===== src/design/efsd_pkg.sv =====
// efsd_pkg: shared sizes, codes and payload types of the earliest-free server dispatch.
// Used by every module in the design folder; depends on nothing.
package efsd_pkg;

	localparam int MAX_SERVERS = 16;
	localparam int IDX_W = (MAX_SERVERS > 1) ? $clog2(MAX_SERVERS) : 1;
	localparam int CNT_W = $clog2(MAX_SERVERS + 1);

	localparam int DUR_W = 20;
	localparam int FIN_W = 40;
	localparam int PID_W = 24;
	localparam int TOT_W = 48;
	localparam int LAT_W = 5;
	localparam int NS_W = 5;

	localparam int PADDR_W = 3;
	localparam int PDATA_W = 32;
	localparam int RIDX_W = PADDR_W - 2;

	localparam logic [RIDX_W-1:0] REG_NUM_SERVERS = RIDX_W'(0);
	localparam logic [NS_W-1:0] NUM_SERVERS_RST = NS_W'(16);

	localparam logic FUNC_ARRIVE = 1'b0;
	localparam logic FUNC_DRAIN = 1'b1;

	typedef struct packed {
		logic func;
		logic [DUR_W-1:0] duration;
	} req_t;

	typedef struct packed {
		logic [PID_W-1:0] person_id;
		logic from_drain;
		logic is_last;
		logic [TOT_W-1:0] total_duration;
		logic [LAT_W-1:0] latest_server;
	} rsp_t;

	typedef enum logic [6:0] {
		ST_IDLE   = 7'b0000001,
		ST_ASCAN  = 7'b0000010,
		ST_AUPD   = 7'b0000100,
		ST_LSCAN  = 7'b0001000,
		ST_DSCAN  = 7'b0010000,
		ST_DEMIT  = 7'b0100000,
		ST_DEMPTY = 7'b1000000
	} state_t;

endpackage


===== src/design/efsd_alu.sv =====
// efsd_alu: the shared finish-time unit, one less-than compare and one saturating add.
// Depends on efsd_pkg.
module efsd_alu (
	input  logic [efsd_pkg::FIN_W-1:0] a,
	input  logic [efsd_pkg::FIN_W-1:0] b,
	output logic                       lt,
	output logic [efsd_pkg::FIN_W-1:0] sum_sat
);
	import efsd_pkg::*;

	logic [FIN_W:0] sum;

	assign lt = (a < b);
	assign sum = {1'b0, a} + {1'b0, b};
	// clamp at all ones on carry out
	assign sum_sat = sum[FIN_W] ? {FIN_W{1'b1}} : sum[FIN_W-1:0];

endmodule


===== src/design/efsd_obuf.sv =====
// efsd_obuf: result register parting the sequencer from the result channel.
// Depends on efsd_pkg.
module efsd_obuf (
	input  logic                clk,
	input  logic                arst_n,
	input  logic                load,
	output logic                ready,
	input  efsd_pkg::rsp_t      din,
	output logic                rsp_valid,
	input  logic                rsp_stall,
	output efsd_pkg::rsp_t      rsp
);
	import efsd_pkg::*;

	logic valid_q;
	rsp_t data_q;

	assign ready = !valid_q || !rsp_stall;
	assign rsp_valid = valid_q;
	assign rsp = data_q;

	always_ff @(posedge clk or negedge arst_n) begin
		if (!arst_n) begin
			valid_q <= 1'b0;
		end else if (load) begin
			valid_q <= 1'b1;
		end else if (!rsp_stall) begin
			valid_q <= 1'b0;
		end
	end

	always_ff @(posedge clk) begin
		if (load) begin
			data_q <= din;
		end
	end

endmodule


===== src/design/earliest_free_server_dispatch.sv =====
// earliest_free_server_dispatch: top level, sequencer and server tables.
// Depends on efsd_pkg, efsd_alu and efsd_obuf.
//
// Usage
//  Request channel (req_valid/req_stall/req): func 0 is an arrival with a
//  duration, func 1 a drain. req_stall is high while a request is in work.
//  Result channel (rsp_valid/rsp_stall/rsp): one registered result slot.
//  Config: APB-style, num_servers at byte address 0, pready tied high;
//  write only while the block is idle.
//  Sequence (n = servers in use, m = occupied servers at a drain):
//   arrival onto a free server: taken in idle, no result;
//   arrival onto a full pool: accept, min-scan over n servers, then update;
//   drain: accept, latest-scan over m servers, then per result a scan over
//   m servers and an emit; an empty drain goes from accept straight to its emit.
//  All scans go through the one shared compare/add unit (efsd_alu), one
//  table entry per cycle.
//  Stalling: the sequencer waits in whichever state emits a result while
//  the result slot is full and stalled; nothing is dropped.
//  Reset: pool empty, numbering at 1, total 0, num_servers 16. A drain
//  ends by returning the pool to this state, num_servers kept.
module earliest_free_server_dispatch (
	input  logic                          clk,
	input  logic                          arst_n,
	input  logic                          req_valid,
	output logic                          req_stall,
	input  efsd_pkg::req_t                req,
	output logic                          rsp_valid,
	input  logic                          rsp_stall,
	output efsd_pkg::rsp_t                rsp,
	input  logic                          psel,
	input  logic                          penable,
	input  logic                          pwrite,
	input  logic [efsd_pkg::PADDR_W-1:0]  paddr,
	input  logic [efsd_pkg::PDATA_W-1:0]  pwdata,
	output logic [efsd_pkg::PDATA_W-1:0]  prdata,
	output logic                          pready
);
	import efsd_pkg::*;

	// control state
	state_t                 state_q;
	logic [NS_W-1:0]        ns_q;
	logic [CNT_W-1:0]       cnt_q;
	logic [PID_W-1:0]       next_q;
	logic [TOT_W-1:0]       total_q;
	logic [MAX_SERVERS-1:0] mark_q;
	logic [IDX_W-1:0]       idx_q;
	logic [CNT_W-1:0]       k_q;
	logic                   have_q;

	// payload
	logic [FIN_W-1:0] fin_q [MAX_SERVERS];
	logic [PID_W-1:0] occ_q [MAX_SERVERS];
	logic [IDX_W-1:0] best_q;
	logic [IDX_W-1:0] lat_q;
	logic [FIN_W-1:0] ref_q;
	logic [DUR_W-1:0] dur_q;
	logic [PID_W-1:0] person_q;

	logic [CNT_W-1:0] n_eff;
	logic [CNT_W-1:0] occ;
	logic             accept;
	logic             cfg_wr;
	logic [FIN_W-1:0] fin_rd;
	logic [FIN_W-1:0] alu_a;
	logic [FIN_W-1:0] alu_b;
	logic             alu_lt;
	logic [FIN_W-1:0] alu_sum;
	logic [TOT_W:0]   tot_sum;
	logic [TOT_W-1:0] tot_next;
	logic [PID_W-1:0] pid_next;
	logic             scan_end_n;
	logic             scan_end_m;
	logic             emit_last;
	logic             obuf_load;
	logic             obuf_ready;
	rsp_t             res;

	// ---- configuration port ----
	assign pready = 1'b1;
	assign cfg_wr = psel && penable && pwrite && pready
		&& (paddr[PADDR_W-1:2] == REG_NUM_SERVERS);
	assign prdata = (paddr[PADDR_W-1:2] == REG_NUM_SERVERS) ? PDATA_W'(ns_q) : '0;

	// servers in use: zero acts as one, clamp to the built count
	always_comb begin
		if (ns_q == '0) begin
			n_eff = CNT_W'(1);
		end else if (int'(ns_q) > MAX_SERVERS) begin
			n_eff = CNT_W'(MAX_SERVERS);
		end else begin
			n_eff = CNT_W'(ns_q);
		end
	end

	// only the first n_eff servers count when the pool was shrunk
	assign occ = (cnt_q < n_eff) ? cnt_q : n_eff;

	assign req_stall = (state_q != ST_IDLE);
	assign accept = req_valid && !req_stall;

	// ---- shared unit operands ----
	assign fin_rd = fin_q[idx_q];
	always_comb begin
		if (state_q == ST_AUPD) begin
			alu_a = ref_q;
			alu_b = FIN_W'(dur_q);
		end else begin
			alu_a = fin_rd;
			alu_b = ref_q;
		end
	end

	efsd_alu u_alu (
		.a       (alu_a),
		.b       (alu_b),
		.lt      (alu_lt),
		.sum_sat (alu_sum)
	);

	// total saturates, numbering wraps to 1 and skips 0
	assign tot_sum = {1'b0, total_q} + (TOT_W + 1)'(req.duration);
	assign tot_next = tot_sum[TOT_W] ? {TOT_W{1'b1}} : tot_sum[TOT_W-1:0];
	assign pid_next = (next_q == {PID_W{1'b1}}) ? PID_W'(1) : next_q + PID_W'(1);

	assign scan_end_n = (CNT_W'(idx_q) == n_eff - CNT_W'(1));
	assign scan_end_m = (CNT_W'(idx_q) == occ - CNT_W'(1));
	assign emit_last = (k_q + CNT_W'(1) == occ);

	// ---- result assembly ----
	always_comb begin
		res = '0;
		obuf_load = 1'b0;
		unique case (state_q)
			ST_AUPD: begin
				res.person_id = occ_q[best_q];
				res.is_last = 1'b1;
				obuf_load = obuf_ready;
			end
			ST_DEMIT: begin
				res.person_id = occ_q[best_q];
				res.from_drain = 1'b1;
				if (emit_last) begin
					res.is_last = 1'b1;
					res.total_duration = total_q;
					res.latest_server = LAT_W'(CNT_W'(lat_q) + CNT_W'(1));
				end
				obuf_load = obuf_ready;
			end
			ST_DEMPTY: begin
				res.from_drain = 1'b1;
				res.is_last = 1'b1;
				res.total_duration = total_q;
				obuf_load = obuf_ready;
			end
			default: begin
				obuf_load = 1'b0;
			end
		endcase
	end

	efsd_obuf u_obuf (
		.clk       (clk),
		.arst_n    (arst_n),
		.load      (obuf_load),
		.ready     (obuf_ready),
		.din       (res),
		.rsp_valid (rsp_valid),
		.rsp_stall (rsp_stall),
		.rsp       (rsp)
	);

	// ---- sequencer ----
	always_ff @(posedge clk or negedge arst_n) begin
		if (!arst_n) begin
			state_q <= ST_IDLE;
			ns_q <= NUM_SERVERS_RST;
			cnt_q <= '0;
			next_q <= PID_W'(1);
			total_q <= '0;
			mark_q <= '0;
			idx_q <= '0;
			k_q <= '0;
			have_q <= 1'b0;
		end else begin
			if (cfg_wr) begin
				ns_q <= pwdata[NS_W-1:0];
			end
			unique case (state_q)
				ST_IDLE: begin
					if (accept) begin
						idx_q <= '0;
						if (req.func == FUNC_ARRIVE) begin
							next_q <= pid_next;
							total_q <= tot_next;
							if (occ < n_eff) begin
								cnt_q <= occ + CNT_W'(1);
							end else begin
								state_q <= ST_ASCAN;
							end
						end else if (occ == '0) begin
							state_q <= ST_DEMPTY;
						end else begin
							state_q <= ST_LSCAN;
						end
					end
				end
				ST_ASCAN: begin
					if (scan_end_n) begin
						state_q <= ST_AUPD;
					end else begin
						idx_q <= idx_q + IDX_W'(1);
					end
				end
				ST_AUPD: begin
					if (obuf_ready) begin
						state_q <= ST_IDLE;
					end
				end
				ST_LSCAN: begin
					if (scan_end_m) begin
						mark_q <= '0;
						idx_q <= '0;
						have_q <= 1'b0;
						k_q <= '0;
						state_q <= ST_DSCAN;
					end else begin
						idx_q <= idx_q + IDX_W'(1);
					end
				end
				ST_DSCAN: begin
					if (!mark_q[idx_q] && (!have_q || alu_lt)) begin
						have_q <= 1'b1;
					end
					if (scan_end_m) begin
						state_q <= ST_DEMIT;
					end else begin
						idx_q <= idx_q + IDX_W'(1);
					end
				end
				ST_DEMIT: begin
					if (obuf_ready) begin
						if (emit_last) begin
							// pool back to its reset state
							cnt_q <= '0;
							next_q <= PID_W'(1);
							total_q <= '0;
							mark_q <= '0;
							state_q <= ST_IDLE;
						end else begin
							mark_q[best_q] <= 1'b1;
							k_q <= k_q + CNT_W'(1);
							idx_q <= '0;
							have_q <= 1'b0;
							state_q <= ST_DSCAN;
						end
					end
				end
				ST_DEMPTY: begin
					if (obuf_ready) begin
						cnt_q <= '0;
						next_q <= PID_W'(1);
						total_q <= '0;
						mark_q <= '0;
						state_q <= ST_IDLE;
					end
				end
				default: begin
					state_q <= ST_IDLE;
				end
			endcase
		end
	end

	// ---- tables and scan payload ----
	always_ff @(posedge clk) begin
		unique case (state_q)
			ST_IDLE: begin
				if (accept && (req.func == FUNC_ARRIVE)) begin
					person_q <= next_q;
					dur_q <= req.duration;
					if (occ < n_eff) begin
						fin_q[occ[IDX_W-1:0]] <= FIN_W'(req.duration);
						occ_q[occ[IDX_W-1:0]] <= next_q;
					end
				end
			end
			ST_ASCAN: begin
				// least finish, first index wins ties
				if ((idx_q == '0) || alu_lt) begin
					best_q <= idx_q;
					ref_q <= fin_rd;
				end
			end
			ST_AUPD: begin
				if (obuf_ready) begin
					occ_q[best_q] <= person_q;
					fin_q[best_q] <= alu_sum;
				end
			end
			ST_LSCAN: begin
				// greatest finish, last index wins ties
				if ((idx_q == '0) || !alu_lt) begin
					lat_q <= idx_q;
					ref_q <= fin_rd;
				end
			end
			ST_DSCAN: begin
				if (!mark_q[idx_q] && (!have_q || alu_lt)) begin
					best_q <= idx_q;
					ref_q <= fin_rd;
				end
			end
			default: begin
			end
		endcase
	end

	// ---- assertions ----
	a_stall_busy: assert property (@(posedge clk) disable iff (!arst_n)
		(state_q != ST_IDLE) |-> req_stall)
		else $error("request taken while busy");

	a_cnt_range: assert property (@(posedge clk) disable iff (!arst_n)
		int'(cnt_q) <= MAX_SERVERS)
		else $error("occupied count beyond pool");

	a_no_double: assert property (@(posedge clk) disable iff (!arst_n)
		(state_q == ST_DEMIT) |-> (have_q && !mark_q[best_q]))
		else $error("drain emits a server twice or none");

	a_mid_drain: assert property (@(posedge clk) disable iff (!arst_n)
		(rsp_valid && !rsp.is_last) |-> rsp.from_drain)
		else $error("non-last result outside a drain");

	a_empty_last: assert property (@(posedge clk) disable iff (!arst_n)
		(obuf_load && (state_q == ST_DEMPTY)) |=> (rsp_valid && rsp.is_last))
		else $error("empty drain result lost");

endmodule

===== config.mk =====
export PLATFORM = sky130hd
export DESIGN_NAME = earliest_free_server_dispatch
export DESIGN_NICKNAME = d
export VERILOG_FILES = /design/src/design/efsd_pkg.sv /design/src/design/efsd_alu.sv /design/src/design/efsd_obuf.sv /design/src/design/earliest_free_server_dispatch.sv
export SDC_FILE = /design/constraint.sdc
export NUM_CORES = 2
export LEC_CHECK = 0
export BUFFER_PORTS_ARGS = -buffer_cell sky130_fd_sc_hd__buf_4
export CAP_MARGIN = 30
export CORE_MARGIN = 2
export CORE_UTILIZATION = 60
export CTS_CLUSTER_DIAMETER = 150
export DETAILED_ROUTE_END_ITERATION = 8
export PLACE_DENSITY = 0.82
export SYNTH_ARGS = -nofsm -noshare
export SYNTH_HDL_FRONTEND = slang
export SYNTH_SLANG_ARGS = --single-unit

===== constraint.sdc =====
create_clock -name clk -period 18.9 [get_ports clk]
set_clock_uncertainty 0.05 [all_clocks]
set_input_delay 0.945 -clock clk [delete_from_list [all_inputs] [get_ports clk]]
set_output_delay 0.945 -clock clk [all_outputs]
set_load 0.01 [all_outputs]

## After elaboration in Yosys (flattened, before gate mapping)

Memories as Yosys holds them, arrays and structs flattened. A register that Yosys moved wholly into a read port is not among the register bits.
Index checks and enable logic that the tools add are counted.

- Bits in registers: 263
- Bits in latches: 0
- Memory bits (writable): 1024
- Memory bits (read-only): 0
- Output and inout port bits: 114
- Word-level logic and storage cells: 207
- Memories: 2

Memory list:

| memory | depth | width | rd ports | clocked after memory_dff | write ports | RTL line | text |
|---|---|---|---|---|---|---|---|
| fin_q | 16 | 40 | 1 | 0 | 1 | earliest_free_server_dispatch.sv:52 | `logic [FIN_W-1:0] fin_q [MAX_SERVERS];` |
| occ_q | 16 | 24 | 1 | 1 | 1 | earliest_free_server_dispatch.sv:53 | `logic [PID_W-1:0] occ_q [MAX_SERVERS];` |

- Add/subtract/negate cells: 9
- Multiply operators: 0
- Divide/modulo/power cells: 0
- Magnitude comparators: 7
- Equal/unequal tests: 30
- Shift operators: 0
- Multiplexer cells: 91
- Bitwise gates (word level): 3
- Reduce and logical (&&, ||, !) cells: 46

Operators with widths:

| cell | count |
|---|---|
| two-way mux 48 bit | 6 |
| two-way mux 40 bit | 7 |
| two-way mux 24 bit | 7 |
| case mux 48 bit (3 select lines) | 1 |
| case mux 40 bit (3 select lines) | 1 |
| case mux 48 bit (2 select lines) | 1 |
| case mux 24 bit (3 select lines) | 1 |
| two-way mux 5 bit | 14 |
| two-way mux 16 bit | 4 |
| two-way mux 7 bit | 9 |
| two-way mux 54 bit | 1 |
| adder 48 x 20 -> 49 bit | 1 |
| case mux 16 bit (3 select lines) | 1 |
| case mux 7 bit (6 select lines) | 1 |
| adder 40 x 40 -> 41 bit | 1 |
| less-than comparator 40 bit | 1 |
| two-way mux 4 bit | 10 |
| OR reduction 40 bit | 1 |
| inequality test 2 bit (second input constant) | 15 |
| adder 24 x 1 -> 24 bit (second input constant) | 1 |
| equality test 24 bit (second input constant) | 1 |
| OR reduction 24 bit | 1 |
| case mux 4 bit (5 select lines) | 1 |
| two-way mux 1 bit | 19 |
| 45 further kinds | 80 |

## Depth between registers and ports, before layout

- Depth after elaboration: 11
- Mapped depth: 21
- Depth with buffers taken out: 18

## Modules after synthesis

Synthesis repeated with hierarchy kept, for this count alone.

- Cells, all modules: 3547
- Area total of the unflattened synthesis: 57256.2 sq um

Modules (own cells, without submodules):

| module | times used | cells an instance | area an instance (sq um) |
|---|---|---|---|
| earliest_free_server_dispatch | 1 | 2959 | 51410.6 |
| efsd_alu | 1 | 506 | 3437.0 |
| efsd_obuf | 1 | 82 | 2408.6 |

## Worst setup path after synthesis

OpenSTA, ideal clock, no wires.

- Path kind: reg-to-reg
- Start point: register ns_q[4]
- End point: memory fin_q[10][0] (enable)
- Library setup time: 487 ps
- Data arrival time: 6294 ps
- Required time: 18363 ps
- Path slack: 12069 ps
- Cell stages (with the launch flop): 20
- Path buffers: 3
- Cell sequence: dfstp_2 > buf_2 > nor2b_1 > inv_1 > ha_1 > and4_1 > clkbuf_1 > a21o_1 > buf_6 > mux2i_4 > inv_2 > ha_1 > o31a_1 > o21ai_0 > a21oi_1 > a211oi_1 > nand3_1 > a21oi_1 > a21oi_1 > nor2_1

- Word-level cells in the longest chain between the ends: 11
- Elaborated cells on any way between the ends: 13
- Those cells by class: order compare: 3; mux: 9; reduce/logical: 1

Ends and longest elaborated chain:

| item | RTL line | text |
|---|---|---|
| start: declaration | earliest_free_server_dispatch.sv:42 | `logic [NS_W-1:0] ns_q;` |
| start signal: assignment | earliest_free_server_dispatch.sv:187 | `ns_q <= pwdata[NS_W-1:0];` |
| > comparator 5 bit | earliest_free_server_dispatch.sv:89 | `end else if (int'(ns_q) > MAX_SERVERS) begin` |
| two-way mux 5 bit | earliest_free_server_dispatch.sv:89 |  |
| two-way mux 5 bit (*) | earliest_free_server_dispatch.sv:87 | `if (ns_q == '0) begin` |
| less-than comparator 5 bit | earliest_free_server_dispatch.sv:97 | `assign occ = (cnt_q < n_eff) ? cnt_q : n_eff;` |
| two-way mux 5 bit | earliest_free_server_dispatch.sv:97 |  |
| less-than comparator 5 bit | earliest_free_server_dispatch.sv:282 | `if (occ < n_eff) begin` |
| two-way mux 1 bit | earliest_free_server_dispatch.sv:282 |  |
| two-way mux 1 bit | earliest_free_server_dispatch.sv:279 | `if (accept && (req.func == FUNC_ARRIVE)) begin` |
| two-way mux 1 bit | earliest_free_server_dispatch.sv:277 | `unique case (state_q)` |
| two-way mux 1 bit (not written as such) | earliest_free_server_dispatch.sv:283 | `fin_q[occ[IDX_W-1:0]] <= FIN_W'(req.duration);` |
| two-way mux 1 bit (no source line) | -- |  |
| end: declaration | earliest_free_server_dispatch.sv:52 |  |

Every way passes the cells marked *; elsewhere a longest branch is shown, timed or not.

## Final worst setup path

- Start point: register idx_q[0]
- End point: memory fin_q[2][15] (data pin)

- Word-level cells in the longest chain between the ends: 5

Ends and longest elaborated chain:

| item | RTL line | text |
|---|---|---|
| start: declaration | earliest_free_server_dispatch.sv:47 | `logic [IDX_W-1:0] idx_q;` |
| start signal: assignment | earliest_free_server_dispatch.sv:212 | `idx_q <= idx_q + IDX_W'(1);` |
| start signal: assignment | earliest_free_server_dispatch.sv:228 | `idx_q <= idx_q + IDX_W'(1);` |
| start signal: assignment | earliest_free_server_dispatch.sv:238 | `idx_q <= idx_q + IDX_W'(1);` |
| memory (16 x 40 bit) | -- |  |
| net fin_rd[8] | earliest_free_server_dispatch.sv:64 | `logic [FIN_W-1:0] fin_rd;` |
| two-way mux 40 bit | earliest_free_server_dispatch.sv:105 | `if (state_q == ST_AUPD) begin` |
| adder 40 x 40 -> 41 bit | efsd_alu.sv:14 | `assign sum = {1'b0, a} + {1'b0, b};` |
| two-way mux 40 bit | efsd_alu.sv:16 | `assign sum_sat = sum[FIN_W] ? {FIN_W{1'b1}} : sum[FIN_W-1:0];` |
| two-way mux 40 bit (no source line) | -- |  |

The timed path passes the listed nets, and every way through them passes these cells.

==> flow_summary.toml <==
[detailed_routing]
routed_wl_mm = 142
drc = 0
first_pass_iters = 8
routedWlPerCell_um = 28.7
vias_per_cell = 6.71
vias = 33200
postRouteAntennaNets = 0
drt_iter0_drc = 4781

[logic_synthesis]
yosys_register_bits = 1311
syn_area_um2 = 57000
synthCells = 3409
ys_async_sr_fraction = 0.0885
avgSynthCellArea_um2 = 16.7
synth_area_leaders = "edfxtp_1 (63%), mux4_2 (13%), dfrtp_1 (5.0%)"
yosysTopAreaCell = "edfxtp_1"
synthFlopType = "edfxtp_1"
yosys_warnings = 0
synth_seq_area_share = 0.681
synth.distinct_cells = 94
netlist.area_leader.share = 0.630
synth_edf_count = 1195

[placement]
port_buffers = 119
gp_congestion = 0.866
place_hpwl_mm = 76.9
preCtsSetupSlack_ps = 11160

[setup_path]
crit_path_start = "idx_q[0]"
r2r-start = "idx_q[0]"
criticalPathCategory = "flop to flop"
cpPeakStageDelay_ps = 920
path_max_fanout = 30
critPathSlowestCell = "a31oi_1"
crit_chain = "buf_4 -> buf_16 -> mux4_2 -> mux4_2 -> mux2_2 -> ha_1 -> or3_1 -> or4_1 -> nor3_1 -> o21a_1 -> o21ai_1 -> a2111oi_2 -> o21ai_1 -> a21oi_1 -> nor2_4 -> buf_4 -> a31oi_1"
critPathLaunchType = "flop"
arrival_ps = 7980
required_ps = 19240
worstSetupEndpointType = "flop"

[sta]
worst_pin_slew_ps = 1100
setup_ws_ps = 11250
period_minus_slack_ps = 7650
relSlewSlack = 0.266
drv_slew = 0
fin_crit_sh = 0.405
hold_ws_ps = 258
rsz0062_at_grt = "false"
max_freq_ghz = 0.131
setup_violations = 0
final.setup.tns_ps = 0
finalHoldViolCount = 0

[clock_tree]
cts_resized = 0
cts-root-buf = "clkbuf_16"
clockBufferDepth = 3
clk_latency_ps = 760
post_cts_buffers = 0
cts_sinks = 1311
hold_buffers = 0
clkSlewWorstSetupHoldPaths_ps = 60
numCtsBuffers = 131
cts_max_level = 4
cts_tree = "done"

[cells_and_area]
fillers = 5748
drive_above_1_share = 0.229
area_delta_synth_final_pct = 12.6
fin_nets = 3777

[floorplan]
core_um2 = 94600
die_w_um = 312
die_area_um2 = 97400
initial_core_util = 0.602
row_count = 113
dieHeight_um = 312
io_pins = 177

[outcome]
status = "finished clean"

[run]
max_cap_viol_count = 0

[global_routing]
gr-total-overflow = 0
grt_max_degree = 79
antenna_found_initial = 2
grt_pass1_vias = 33300
grt_pass1_wl_mm = 212
grt_usage = 0.294

[power]
p_total_mw = 7.70
power.density_nw_per_um2 = 120
leakagePower_nw = 22.1
vdd_drop_max_mv = 0.102

[worst_hold_path]
hold_path.class = "input port to async pin"
final cells by class:
| type | count | area (um2) | area share |
|---|---|---|---|
| flip-flops and latches | 1311 | 38800 | 0.605 |
| multi-input cells | 1816 | 17100 | 0.267 |
| clock buffers | 163 | 3470 | 0.0541 |
| repair buffers | 213 | 1910 | 0.0298 |
| well taps | 1265 | 1580 | 0.0247 |
| clock inverters | 70 | 846 | 0.0132 |
| inverters | 114 | 429 | 0.00669 |
| diodes | 1 | 2.50 | 0.0000390 |
final timing paths:
| kind | end | slack, ps | depth (start not counted) |
|---|---|---|---|
| max in group asynchronous | idx_q[2] | 17150 | 2 |
| min in group clk | ns_q[3] | 380 | 2 |
| worst max-delay path | fin_q[2][15] | 11250 | 17 |
| worst min register to register | total_q[9] | 440 | 2 |
| worst min-delay path | total_q[40] | 260 | 1 |
| worst max register to register | fin_q[2][15] | 11250 | 17 |
per-stage QoR:
step	util	cells	cell area (um2)
after global routing	0.678	4952	64100
after detailed placement	0.630	4693	59500
after global placement	0.626	4673	59200
after floorplan	-	3435	57100
after CTS	0.675	4926	63900
final	0.678	4953	64200
layer usage:
layer,vias to the layer above,track usage,routed length [um]
met5,-,0,0
met4,0,0.132,6700
met3,416,0.0557,14600
met2,2307,0.474,69900
met1,16800,0.396,51000
li1,13700,-,-
power by group:
group	internal [mW]	switching (mW)	leakage [nW]	total, mW
Combinational	0.619	0.966	7.47	1.59
Sequential	3.38	0.115	12.6	3.50
Clock	1.49	1.13	2.08	2.62
state kept, by name (all words and copies together) (netlist names), 4 cells and up:
signal,count
best_q,4
cnt_q,5
dur_q,20
fin_q,640
idx_q,4
k_q,5
lat_q,4
mark_q,16
next_q,24
ns_q,5
occ_q,384
person_q,24
ref_q,40
state_q,7
total_q,48
u_obuf.rsp,79
cell usage after synthesis, types with 24 or more instances:
master,number
a31oi_1,53
nor3_1,31
mux4_2,325
inv_1,111
xnor2_1,43
dfrtp_1,113
buf_1,24
buf_4,28
and2_1,48
clkbuf_1,127
edfxtp_1,1195
ha_1,125
nand3_1,44
o21ai_0,140
a21o_1,27
nor2b_1,50
mux2_2,48
nor2_1,157
nand2_1,215
a21oi_1,143
logic make-up after synthesis:
kind of cell / after synthesis / share of synthesized area
AO/OA/AOI/OAI: 526 / 0.0573
XOR/XNOR: 66 / 0.0101
adder cells (fa/ha/maj): 127 / 0.0282
buffers and inverters: 308 / 0.0232
flip-flops: 1311 / 0.681
multiplexers: 393 / 0.142
other: 2 / 0.000132
AND/OR/NAND/NOR: 676 / 0.0582
cell usage in the layout (no fill, tap or decap), types with 43 or more instances in the layout:
master        n
dfrtp_1     109
o21ai_0     140
nand3_1      44
nand2_1     215
edfxtp_1   1195
and2_1       48
buf_4       192
nor2_1      139
a21oi_1     141
mux4_2      325
inv_1       111
a31oi_1      53
xnor2_1      43
ha_1        125
nor2b_1      50
mux2_2       48
clkbuf_16   133
worst max-delay path, delay by kind of cell (launching register included):
family	cells	cell delay (ps)
flip-flops	1	740
AND/OR/NAND/NOR	4	1190
buffers and inverters	3	1100
adder cells (fa/ha/maj)	1	400
AO/OA/AOI/OAI	6	2390
multiplexers	3	1330
Power figures use the tool's default switching activity.
